**src/slid_pkg.sv**
```systemverilog
package slid_pkg;

  localparam int unsigned CAPACITY = 16;
  localparam int unsigned IDX_W    = (CAPACITY > 1) ? $clog2(CAPACITY) : 1;
  localparam int unsigned CNT_W    = $clog2(CAPACITY + 1);

  localparam int unsigned VALUE_W  = 32;
  localparam int unsigned STATUS_W = 2;
  localparam int unsigned COUNT_W  = 5;
  localparam int unsigned POS_W    = 4;

  typedef enum logic [0:0] {
    FUNC_INSERT = 1'b0,
    FUNC_DELETE = 1'b1
  } func_e;

  typedef enum logic [STATUS_W-1:0] {
    ST_DONE      = 2'd0,
    ST_FULL      = 2'd1,
    ST_NOT_FOUND = 2'd2
  } status_e;

  // per-cycle shift command broadcast to every cell
  typedef struct packed {
    logic ins;
    logic del;
  } cell_ctl_t;

endpackage

```
**src/slid_cell.sv**
```systemverilog
module slid_cell (
  input  logic                                clk_i,
  input  slid_pkg::cell_ctl_t                 ctl_i,
  input  logic signed [slid_pkg::VALUE_W-1:0] value_i,
  input  logic                                valid_i,
  input  logic                                left_lt_i,
  input  logic signed [slid_pkg::VALUE_W-1:0] left_entry_i,
  input  logic signed [slid_pkg::VALUE_W-1:0] right_entry_i,
  output logic                                lt_o,
  output logic                                eq_o,
  output logic                                bnd_o,
  output logic signed [slid_pkg::VALUE_W-1:0] entry_o,
  output logic signed [slid_pkg::VALUE_W-1:0] entry_next_o
);

  logic signed [slid_pkg::VALUE_W-1:0] entry_q, entry_d;

  // stored entry smaller than the broadcast value
  assign lt_o    = valid_i && (entry_q < value_i);
  assign eq_o    = valid_i && (entry_q == value_i);
  // first cell that is not smaller
  assign bnd_o   = !lt_o && left_lt_i;
  assign entry_o = entry_q;

  always_comb begin
    entry_d = entry_q;
    if (ctl_i.ins && !lt_o) begin
      entry_d = left_lt_i ? value_i : left_entry_i;
    end else if (ctl_i.del && !lt_o) begin
      entry_d = right_entry_i;
    end
  end

  assign entry_next_o = entry_d;

  always_ff @(posedge clk_i) begin
    entry_q <= entry_d;
  end

endmodule

```
**src/sorted_list_insert_delete.sv**
```systemverilog
// Sorted store of up to CAPACITY signed 32-bit words, kept in ascending order
// in a row of cells. An insert word goes ahead of the first stored value that
// is not smaller; a delete word removes the first stored value equal to it.
// Every accepted word gives exactly one result, shown on the result ports for
// one cycle with done_o high, in the cycle right after start was taken. The
// receiver cannot stall: results must be taken when done_o is high. All cells
// compare against the word at once and shift toward or away from the insert
// point in the same cycle, so one word is taken every cycle; busy stays low.
// An insert into a full store is dropped (status full), a delete that finds
// nothing reports not found; position then reads zero. smallest is the head
// of the list after the operation, zero when the store is empty.
module sorted_list_insert_delete (
  input  logic                                clk_i,
  input  logic                                rst_ni,
  input  logic                                start,
  output logic                                busy,
  input  logic                                func_i,
  input  logic signed [slid_pkg::VALUE_W-1:0] value_i,
  output logic                                done_o,
  output logic [slid_pkg::STATUS_W-1:0]       status_o,
  output logic [slid_pkg::COUNT_W-1:0]        count_o,
  output logic [slid_pkg::POS_W-1:0]          position_o,
  output logic signed [slid_pkg::VALUE_W-1:0] smallest_o
);

  localparam int unsigned N      = slid_pkg::CAPACITY;
  localparam int unsigned CNT_XW = (slid_pkg::CNT_W > slid_pkg::COUNT_W) ?
                                   slid_pkg::CNT_W : slid_pkg::COUNT_W;
  localparam int unsigned POS_XW = (slid_pkg::IDX_W > slid_pkg::POS_W) ?
                                   slid_pkg::IDX_W : slid_pkg::POS_W;

  // busy is never raised: every word is taken as soon as start is high
  assign busy = 1'b0;

  logic accept;
  assign accept = start && !busy;

  // stored entry count
  logic [slid_pkg::CNT_W-1:0] cnt_q, cnt_d;

  // cell row signals
  logic [N-1:0] lt, eq, bnd, valid;
  logic signed [slid_pkg::VALUE_W-1:0] entry [N];
  logic signed [slid_pkg::VALUE_W-1:0] entry_next [N];

  slid_pkg::cell_ctl_t ctl;

  logic full, found, is_ins, is_del;
  logic [slid_pkg::IDX_W-1:0] pos;

  assign is_ins = accept && (slid_pkg::func_e'(func_i) == slid_pkg::FUNC_INSERT);
  assign is_del = accept && (slid_pkg::func_e'(func_i) == slid_pkg::FUNC_DELETE);
  assign full   = (cnt_q == slid_pkg::CNT_W'(N));

  assign ctl.ins = is_ins && !full;
  assign ctl.del = is_del && found;

  // row of cells, each talking to its neighbors
  for (genvar i = 0; i < N; i++) begin : g_cell
    logic                                lt_left;
    logic signed [slid_pkg::VALUE_W-1:0] ent_left, ent_right;

    assign valid[i] = (slid_pkg::CNT_W'(i) < cnt_q);

    if (i == 0) begin : g_first
      assign lt_left  = 1'b1;
      assign ent_left = value_i;
    end else begin : g_mid
      assign lt_left  = lt[i-1];
      assign ent_left = entry[i-1];
    end

    if (i == N - 1) begin : g_last
      assign ent_right = entry[i];
    end else begin : g_notlast
      assign ent_right = entry[i+1];
    end

    slid_cell u_cell (
      .clk_i        (clk_i),
      .ctl_i        (ctl),
      .value_i      (value_i),
      .valid_i      (valid[i]),
      .left_lt_i    (lt_left),
      .left_entry_i (ent_left),
      .right_entry_i(ent_right),
      .lt_o         (lt[i]),
      .eq_o         (eq[i]),
      .bnd_o        (bnd[i]),
      .entry_o      (entry[i]),
      .entry_next_o (entry_next[i])
    );
  end

  // the boundary is one-hot (or absent when every cell is smaller),
  // so the index comes out of a plain or-reduction
  always_comb begin
    pos   = '0;
    found = 1'b0;
    for (int i = 0; i < N; i++) begin
      pos   = pos | ({slid_pkg::IDX_W{bnd[i]}} & slid_pkg::IDX_W'(i));
      found = found | (bnd[i] && eq[i]);
    end
  end

  always_comb begin
    cnt_d = cnt_q;
    if (ctl.ins) begin
      cnt_d = cnt_q + slid_pkg::CNT_W'(1);
    end else if (ctl.del) begin
      cnt_d = cnt_q - slid_pkg::CNT_W'(1);
    end
  end

  // result registers
  logic                                done_q;
  slid_pkg::status_e                   status_q, status_d;
  logic [slid_pkg::CNT_W-1:0]          rcnt_q;
  logic [slid_pkg::IDX_W-1:0]          rpos_q, rpos_d;
  logic signed [slid_pkg::VALUE_W-1:0] small_q, small_d;

  always_comb begin
    status_d = slid_pkg::ST_DONE;
    rpos_d   = pos;
    if (is_ins && full) begin
      status_d = slid_pkg::ST_FULL;
      rpos_d   = '0;
    end else if (is_del && !found) begin
      status_d = slid_pkg::ST_NOT_FOUND;
      rpos_d   = '0;
    end
    small_d = (cnt_d != '0) ? entry_next[0] : '0;
  end

  always_ff @(posedge clk_i or negedge rst_ni) begin
    if (!rst_ni) begin
      cnt_q  <= '0;
      done_q <= 1'b0;
    end else begin
      cnt_q  <= cnt_d;
      done_q <= accept;
    end
  end

  always_ff @(posedge clk_i) begin
    if (accept) begin
      status_q <= status_d;
      rcnt_q   <= cnt_d;
      rpos_q   <= rpos_d;
      small_q  <= small_d;
    end
  end

  logic [CNT_XW-1:0] cnt_x;
  logic [POS_XW-1:0] pos_x;
  assign cnt_x = CNT_XW'(rcnt_q);
  assign pos_x = POS_XW'(rpos_q);

  assign done_o     = done_q;
  assign status_o   = status_q;
  assign count_o    = cnt_x[slid_pkg::COUNT_W-1:0];
  assign position_o = pos_x[slid_pkg::POS_W-1:0];
  assign smallest_o = small_q;

  // at most one insert point in the row
  a_bnd_onehot: assert property (@(posedge clk_i) disable iff (!rst_ni)
    $onehot0(bnd))
    else $error("more than one boundary cell");

  // count stays within capacity
  a_cnt_range: assert property (@(posedge clk_i) disable iff (!rst_ni)
    cnt_q <= slid_pkg::CNT_W'(N))
    else $error("count beyond capacity");

  // a dropped insert leaves the count alone
  a_full_hold: assert property (@(posedge clk_i) disable iff (!rst_ni)
    (is_ins && full) |=> (cnt_q == $past(cnt_q)))
    else $error("count changed on full insert");

  // a found delete always shrinks the store by one
  a_del_dec: assert property (@(posedge clk_i) disable iff (!rst_ni)
    (is_del && found) |=> (cnt_q == $past(cnt_q) - slid_pkg::CNT_W'(1)))
    else $error("delete did not shrink count");

endmodule

```
**config.mk**
```make
export PLATFORM = sky130hd
export DESIGN_NAME = sorted_list_insert_delete
export DESIGN_NICKNAME = d
export VERILOG_FILES = /design/src/slid_pkg.sv /design/src/slid_cell.sv /design/src/sorted_list_insert_delete.sv
export SDC_FILE = /design/constraint.sdc
export NUM_CORES = 2
export LEC_CHECK = 0
export BUFFER_PORTS_ARGS = -buffer_cell sky130_fd_sc_hd__buf_4
export CORE_MARGIN = 1
export CORE_UTILIZATION = 53
export DETAILED_ROUTE_END_ITERATION = 8
export PLACE_DENSITY = 0.69
export SKIP_CTS_REPAIR_TIMING = 1
export SLEW_MARGIN = 10
export SYNTH_ARGS = -nofsm -noshare
export SYNTH_HDL_FRONTEND = slang
export SYNTH_SLANG_ARGS = --single-unit
```
**constraint.sdc**
```tcl
create_clock -name clk_i -period 5.9 [get_ports clk_i]
set_clock_uncertainty 0.2 [all_clocks]
set_input_delay 0.295 -clock clk_i [delete_from_list [all_inputs] [get_ports clk_i]]
set_output_delay 0.295 -clock clk_i [all_outputs]
set_load 0.01 [all_outputs]
```
==> Word-level counts from Yosys, hierarchy flattened <==
Index checks and enable logic that the tools add are counted.
{ "word_totals": {"mem_bits_ro": 0, "regBits": 561, "input_bits": 36, "n_memories": 0, "latch_bits": 0, "ram_bits": 0} }
{ "classes": {"mul": 0, "bitwise_logic": 30, "div": 0, "magnitude_cmp": 32, "mux": 48, "shifts": 0, "n_reduce_logical": 134, "n_eq_ne": 17, "n_addsub": 2} }
{ "op_table": {"columns": ["operator", "n"], "rows": [
  ["$mux 32", 45],
  ["$eq 32x32->1", 16],
  ["$lt 32x32->1", 16],
  ["$logic_and 1x1->1", 100],
  ["$lt 4x5->1 const A", 8],
  ["$or 4x4->4", 7],
  ["$reduce_bool 2->1", 14],
  ["$lt 3x5->1 const A", 4],
  ["$logic_not 1->1", 18],
  ["$or 1x1->1", 15],
  ["$lt 1x5->1 const A", 2],
  ["$lt 2x5->1 const A", 2],
  ["$mux 5", 2],
  ["$or 3x3->3", 3],
  ["$add 5x1->5 const B", 1],
  ["$eq 5x5->1 const B", 1],
  ["$reduce_bool 5->1", 1],
  ["$sub 5x1->5 const B", 1],
  ["$or 3x4->4", 1],
  ["$or 2x3->3", 1],
  ["$mux 2", 1],
  ["$or 1x2->2", 1],
  ["$or 2x2->2", 1],
  ["$reduce_or 2->1", 1],
  ["$not 1->1", 1]
]} }

==> Logic depth before layout (Yosys ltp) <==
{ "depth": {"word_depth": 24, "ltp_mapped": 17, "depth_no_buf": 14} }

==> By module <==
A second synthesis with hierarchy kept.
{ "hier_totals": {"hier_cells": 6062, "area_unflattened_um2": 49381.1} }
{ "modules_own_cells": {"columns": ["module", "cells_each", "area_per_inst_um2", "instances"], "rows": [
  ["slid_cell", 365, 2930.3, 16],
  ["sorted_list_insert_delete", 222, 2496.1, 1]
]} }

==> Worst setup path before layout <==
No wires, ideal clock.
{ "synth_timing": {"kind": "in2reg", "start": "in value_i[14] (netlist name)", "end": "reg g_cell[13].u_cell.entry_q, in the netlist g_cell[13].u_cell.entry_o[0] (enable)", "setup_time_ns": 0.421, "path_stages": 14, "slack_ns": 0.645, "arrival_time_ns": 4.634, "path_buffers": 2, "path_cell_list": "inv_1 -> ha_1 -> a21oi_1 -> nand2_1 -> a221o_1 -> o31a_1 -> nor4_2 -> mux2i_1 -> buf_2 -> a32oi_1 -> nand4_1 -> o221ai_4 -> clkbuf_1 -> nor2_1"} }
{ "synth_via": {"elab_chain_len": 23} }
{ "synth_lines": {"columns": ["item", "line", "text"], "rows": [
  ["start, declared", "sorted_list_insert_delete.sv:18", "input logic signed [slid_pkg::VALUE_W-1:0] value_i,"],
  ["$lt 32x32->1", "slid_cell.sv:19", "assign lt_o = valid_i && (entry_q < value_i);"],
  ["$logic_and 1x1->1", "slid_cell.sv:19", null],
  ["$logic_not 1->1", "slid_cell.sv:22", "assign bnd_o = !lt_o && left_lt_i;"],
  ["$logic_and 1x1->1", "slid_cell.sv:22", null],
  ["$logic_and 1x1->1", "sorted_list_insert_delete.sv:102", "found = found | (bnd[i] && eq[i]);"],
  ["$or 1x1->1 (15 in series)", "sorted_list_insert_delete.sv:102", null],
  ["$logic_and 1x1->1", "sorted_list_insert_delete.sv:56", "assign ctl.del = is_del && found;"],
  ["$logic_and 1x1->1", "slid_cell.sv:29", "end else if (ctl_i.del && !lt_o) begin"],
  ["$reduce_bool 2->1 (no line) *", null, null],
  ["end signal, assigned", "slid_cell.sv:37", "entry_q <= entry_d;"],
  ["end, declared", "slid_cell.sv:16", "logic signed [slid_pkg::VALUE_W-1:0] entry_q, entry_d;"]
]} }
Mark *: on every way between the ends. The rest lies on a longest branch, timed or not.
A chain may end at the register's enable or synchronous reset.

==> Final worst setup path <==
{ "layout_timing": {"start": "in value_i[6] (netlist name)", "end": "reg small_q, in the netlist smallest_o[20], data pin"} }
{ "layout_via": {"elab_chain_len": 24} }
{ "layout_lines": {"columns": ["item", "line", "text"], "rows": [
  ["$lt 32x32->1", "slid_cell.sv:19", null],
  ["$logic_and 1x1->1", "slid_cell.sv:19", null],
  ["$logic_not 1->1", "slid_cell.sv:22", null],
  ["$logic_and 1x1->1", "slid_cell.sv:22", null],
  ["$logic_and 1x1->1", "sorted_list_insert_delete.sv:102", null],
  ["$or 1x1->1 (14 in series)", "sorted_list_insert_delete.sv:102", null],
  ["$or 1x1->1 *", "sorted_list_insert_delete.sv:102", null],
  ["$logic_and 1x1->1 *", "sorted_list_insert_delete.sv:56", null],
  ["$mux 5 *", "sorted_list_insert_delete.sv:110", "end else if (ctl.del) begin"],
  ["$mux 5 *", "sorted_list_insert_delete.sv:108", "if (ctl.ins) begin"],
  ["via cnt_d (one bit)", "sorted_list_insert_delete.sv:39", "logic [slid_pkg::CNT_W-1:0] cnt_q, cnt_d;"],
  ["$reduce_bool 5->1 *", "sorted_list_insert_delete.sv:132", "small_d = (cnt_d != '0) ? entry_next[0] : '0;"],
  ["end signal, assigned", "sorted_list_insert_delete.sv:150", "small_q <= small_d;"],
  ["end, declared", "sorted_list_insert_delete.sv:120", "logic signed [slid_pkg::VALUE_W-1:0] small_q, small_d;"]
]} }
Mark *: on every way through the listed nets, which the timed path passes. The rest lies on a longest branch.

==> metrics.txt <==
status complete, but fails checks; failing checks negative hold slack; TritonCTS clock tree built; post-synthesis sequential area ratio 42.2%; core region area 73,000 µm²; Post-Layout Cell Count 5,078; Starting Density 53.6%; most frequent cells in the layout a21oi_1 (618), edfxtp_1 (523), ha_1 (515); Worst Path Buf+Inv 5; Routed Antenna Nets 0; period utilization 92.4%; initial antenna violation count 2; Tot Pwr 0.0145 W; Util after Layout 60.2%; family with the most delay on the worst path buffers and inverters; Max clock buf depth 3; Inst Count DP 4,930; CP Data Required Time 6050 ps; row count 99; Synth Net Count 4,524; Slew HR 21.6%; post-synthesis cell type count 73; IO Port Bufs 79; first-pass GRT wire length 179 mm; f_max 183 MHz; 1st-pass router iterations 5; synth warn 0; CTS Buf Count 67; worst-path fanout max 32; clk sinks 561; worst-margin pin slew 1170 ps; Peak VDD IR 0.273 mV; Die Y 274 µm; DRC 0; RePlAce Congestion 0.907; CP max stage delay 570 ps; max cap viols 0; mapped cell area 39,100 µm²; largest net degree at the start of global routing 67; die area 74,800 µm²; area delta synth->final 12.4%; Worst Slack Setup Final 446 ps; most common cell after layout, fill and taps aside a21oi_1; crit path capture type register; Cells after Synth 3,973; kind of critical path in -> reg; Vias 31,800; grt met3 use 3.22%; Leak Pwr 18.1 nW; Boundary Pins 81; GR Util met1 42.9%; crit-path cells dlygate4sd3_1 -> buf_4 -> inv_1 -> ha_1 -> nand2_1 -> o21ai_1 -> a221o_1 -> o31a_1 -> or4b_1 -> nand2_1 -> o2111ai_1 -> or4_4 -> o221ai_4 -> buf_12 -> xnor2_1 -> nor4_4 -> buf_12 -> a21boi_1; Routed WL 115 mm; Max Slew Vio Count 0; clock latency on the worst-skew pair 630 ps; #FFs+latches synth 561; Avg Cell Area, Syn 9.84 µm²; Place WS 473 ps; grt met2 use 48.5%; startpoint types input pin; PwrDens 331 nW/µm²; ys flop type edfxtp_1; wire per inst 22.7 µm; dpl hpwl 87.0 mm; Fin. Hold Viols 1; GRT overflow 0; Die X 274 µm; number of synthesized flops with an enable pin 523; post-DR vias/cell 6.27; H-tree Lvls 3; Clock transition at path regs 60 ps; share of cells above drive strength 1 9.81%; CP max-delay cell inv_1; vias in the first global route 31,000; RSZ-0062 raised after global routing no; fin nets 4,615; min cycle time layout 5450 ps; WHS -6.24 ps; All-Layer GR Usage 30.6%; Worst EP arrival 5610 ps; GR peak layer met2; type of the most critical hold path in -> reg; Setup-failing EPs final 0; setup TNS 0 ps; initial DRC count 2,672; CTS root buffer clkbuf_16; Post-synth ARST share 1.07%
-- registers in the layout, summed over array words and instances, names as in the netlist --
register,count
g_cell.u_cell.entry_o,512
smallest_o,32
cnt_q,5
count_o,5
position_o,4
status_o,2
done_o,1
-- logic make-up (layout without fill, tap and decap cells) --
logic type / count (synthesis) / in the layout / synth area share (%)
buffers and inverters: 290 / 435 / 2.85
adder cells (fa/ha/maj): 515 / 515 / 16.5
XOR/XNOR: 7 / 7 / 0.157
AND/OR/NAND/NOR: 1120 / 1120 / 12.6
other: 1 / 2 / 0.00959
multiplexers: 389 / 389 / 10.1
flip-flops: 561 / 561 / 42.2
AO/OA/AOI/OAI: 1090 / 1090 / 15.6
-- worst min-delay path, delay by kind of cell --
family                 cells  cell delay, ps
buffers and inverters      2             300
and+or+nand+nor            1             110
AOI/OAI and AO/OA          1              60
-- path summary, 6_finish.rpt --
check | cells after the start | to | startpoint | slack [ps]
max in group asynchronous | 3 | cnt_q[1] | rst_ni | 4850
hold / removal | 4 | g_cell[0].u_cell.entry_o[11] | value_i[11] | -6
hold reg to reg | 2 | g_cell[13].u_cell.entry_o[0] | g_cell[14].u_cell.entry_o[0] | 380
setup reg to reg | 15 | smallest_o[20] | g_cell[12].u_cell.entry_o[5] | 930
min in group asynchronous | 3 | cnt_q[2] | rst_ni | 420
setup / recovery | 18 | smallest_o[20] | value_i[6] | 450
-- Yosys cell counts (3+ instances only) --
master	number	share of area [%]
nand2_1	346	3.3
or3_1	4	0.064
a21o_1	38	0.73
nor3_1	19	0.24
inv_1	77	0.74
a21boi_1	32	0.61
nand3_1	51	0.65
edfxtp_1	523	40
nor4_1	22	0.35
o211ai_1	19	0.36
clkbuf_1	186	1.8
o21ai_0	253	3.2
o31a_1	4	0.090
mux2_2	32	0.92
and2_0	3	0.048
dfxtp_1	32	1.6
a211o_1	7	0.16
a211oi_1	17	0.33
ha_1	515	16
nor2_1	504	4.8
nor2b_1	17	0.27
buf_1	19	0.18
and2_1	3	0.048
o21a_1	10	0.19
a2111oi_0	5	0.11
nand4_1	91	1.5
buf_4	7	0.13
nand2b_1	10	0.16
o31ai_1	4	0.077
o21ai_1	4	0.051
dfrtp_1	6	0.38
a21boi_0	8	0.15
xnor2_1	6	0.13
mux2i_1	357	9.1
a221o_1	14	0.36
o22ai_1	4	0.064
a31oi_1	8	0.13
and4_1	30	0.67
a21oi_1	620	7.9
a221oi_1	18	0.40
-- metrics by stage --
stage                     hold WS [ps]  cell area [µm²]
after global placement           -94.2            41500
after CTS                         -744            43700
after detailed placement         -93.8            41500
after floorplan                   -201            39100
final                            -6.24            43900
after global routing             0.678            43900
-- per-layer routing --
metal | routed length (µm) | vias up
met5 | 0 | -
met2 | 52800 | 1198
met1 | 51100 | 15300
met3 | 7310 | 232
li1 | - | 15100
met4 | 4220 | 0
-- area by class of cell --
type	count	area, µm²
fillers	6147	29000
diodes	1	2.50
inverters	77	289
repair buffers	235	1960
multi-input cells	3122	21800
clock inverters	31	269
well taps	959	1200
flip-flops and latches	561	16500
clock buffers	92	1950
-- where the power goes --
part | switching [W] | total, W | internal [W]
Sequential | 0.000446 | 0.00556 | 0.00511
Clock | 0.00178 | 0.00424 | 0.00246
Combinational | 0.00289 | 0.00473 | 0.00184
(Power assumes the default switching activity.)
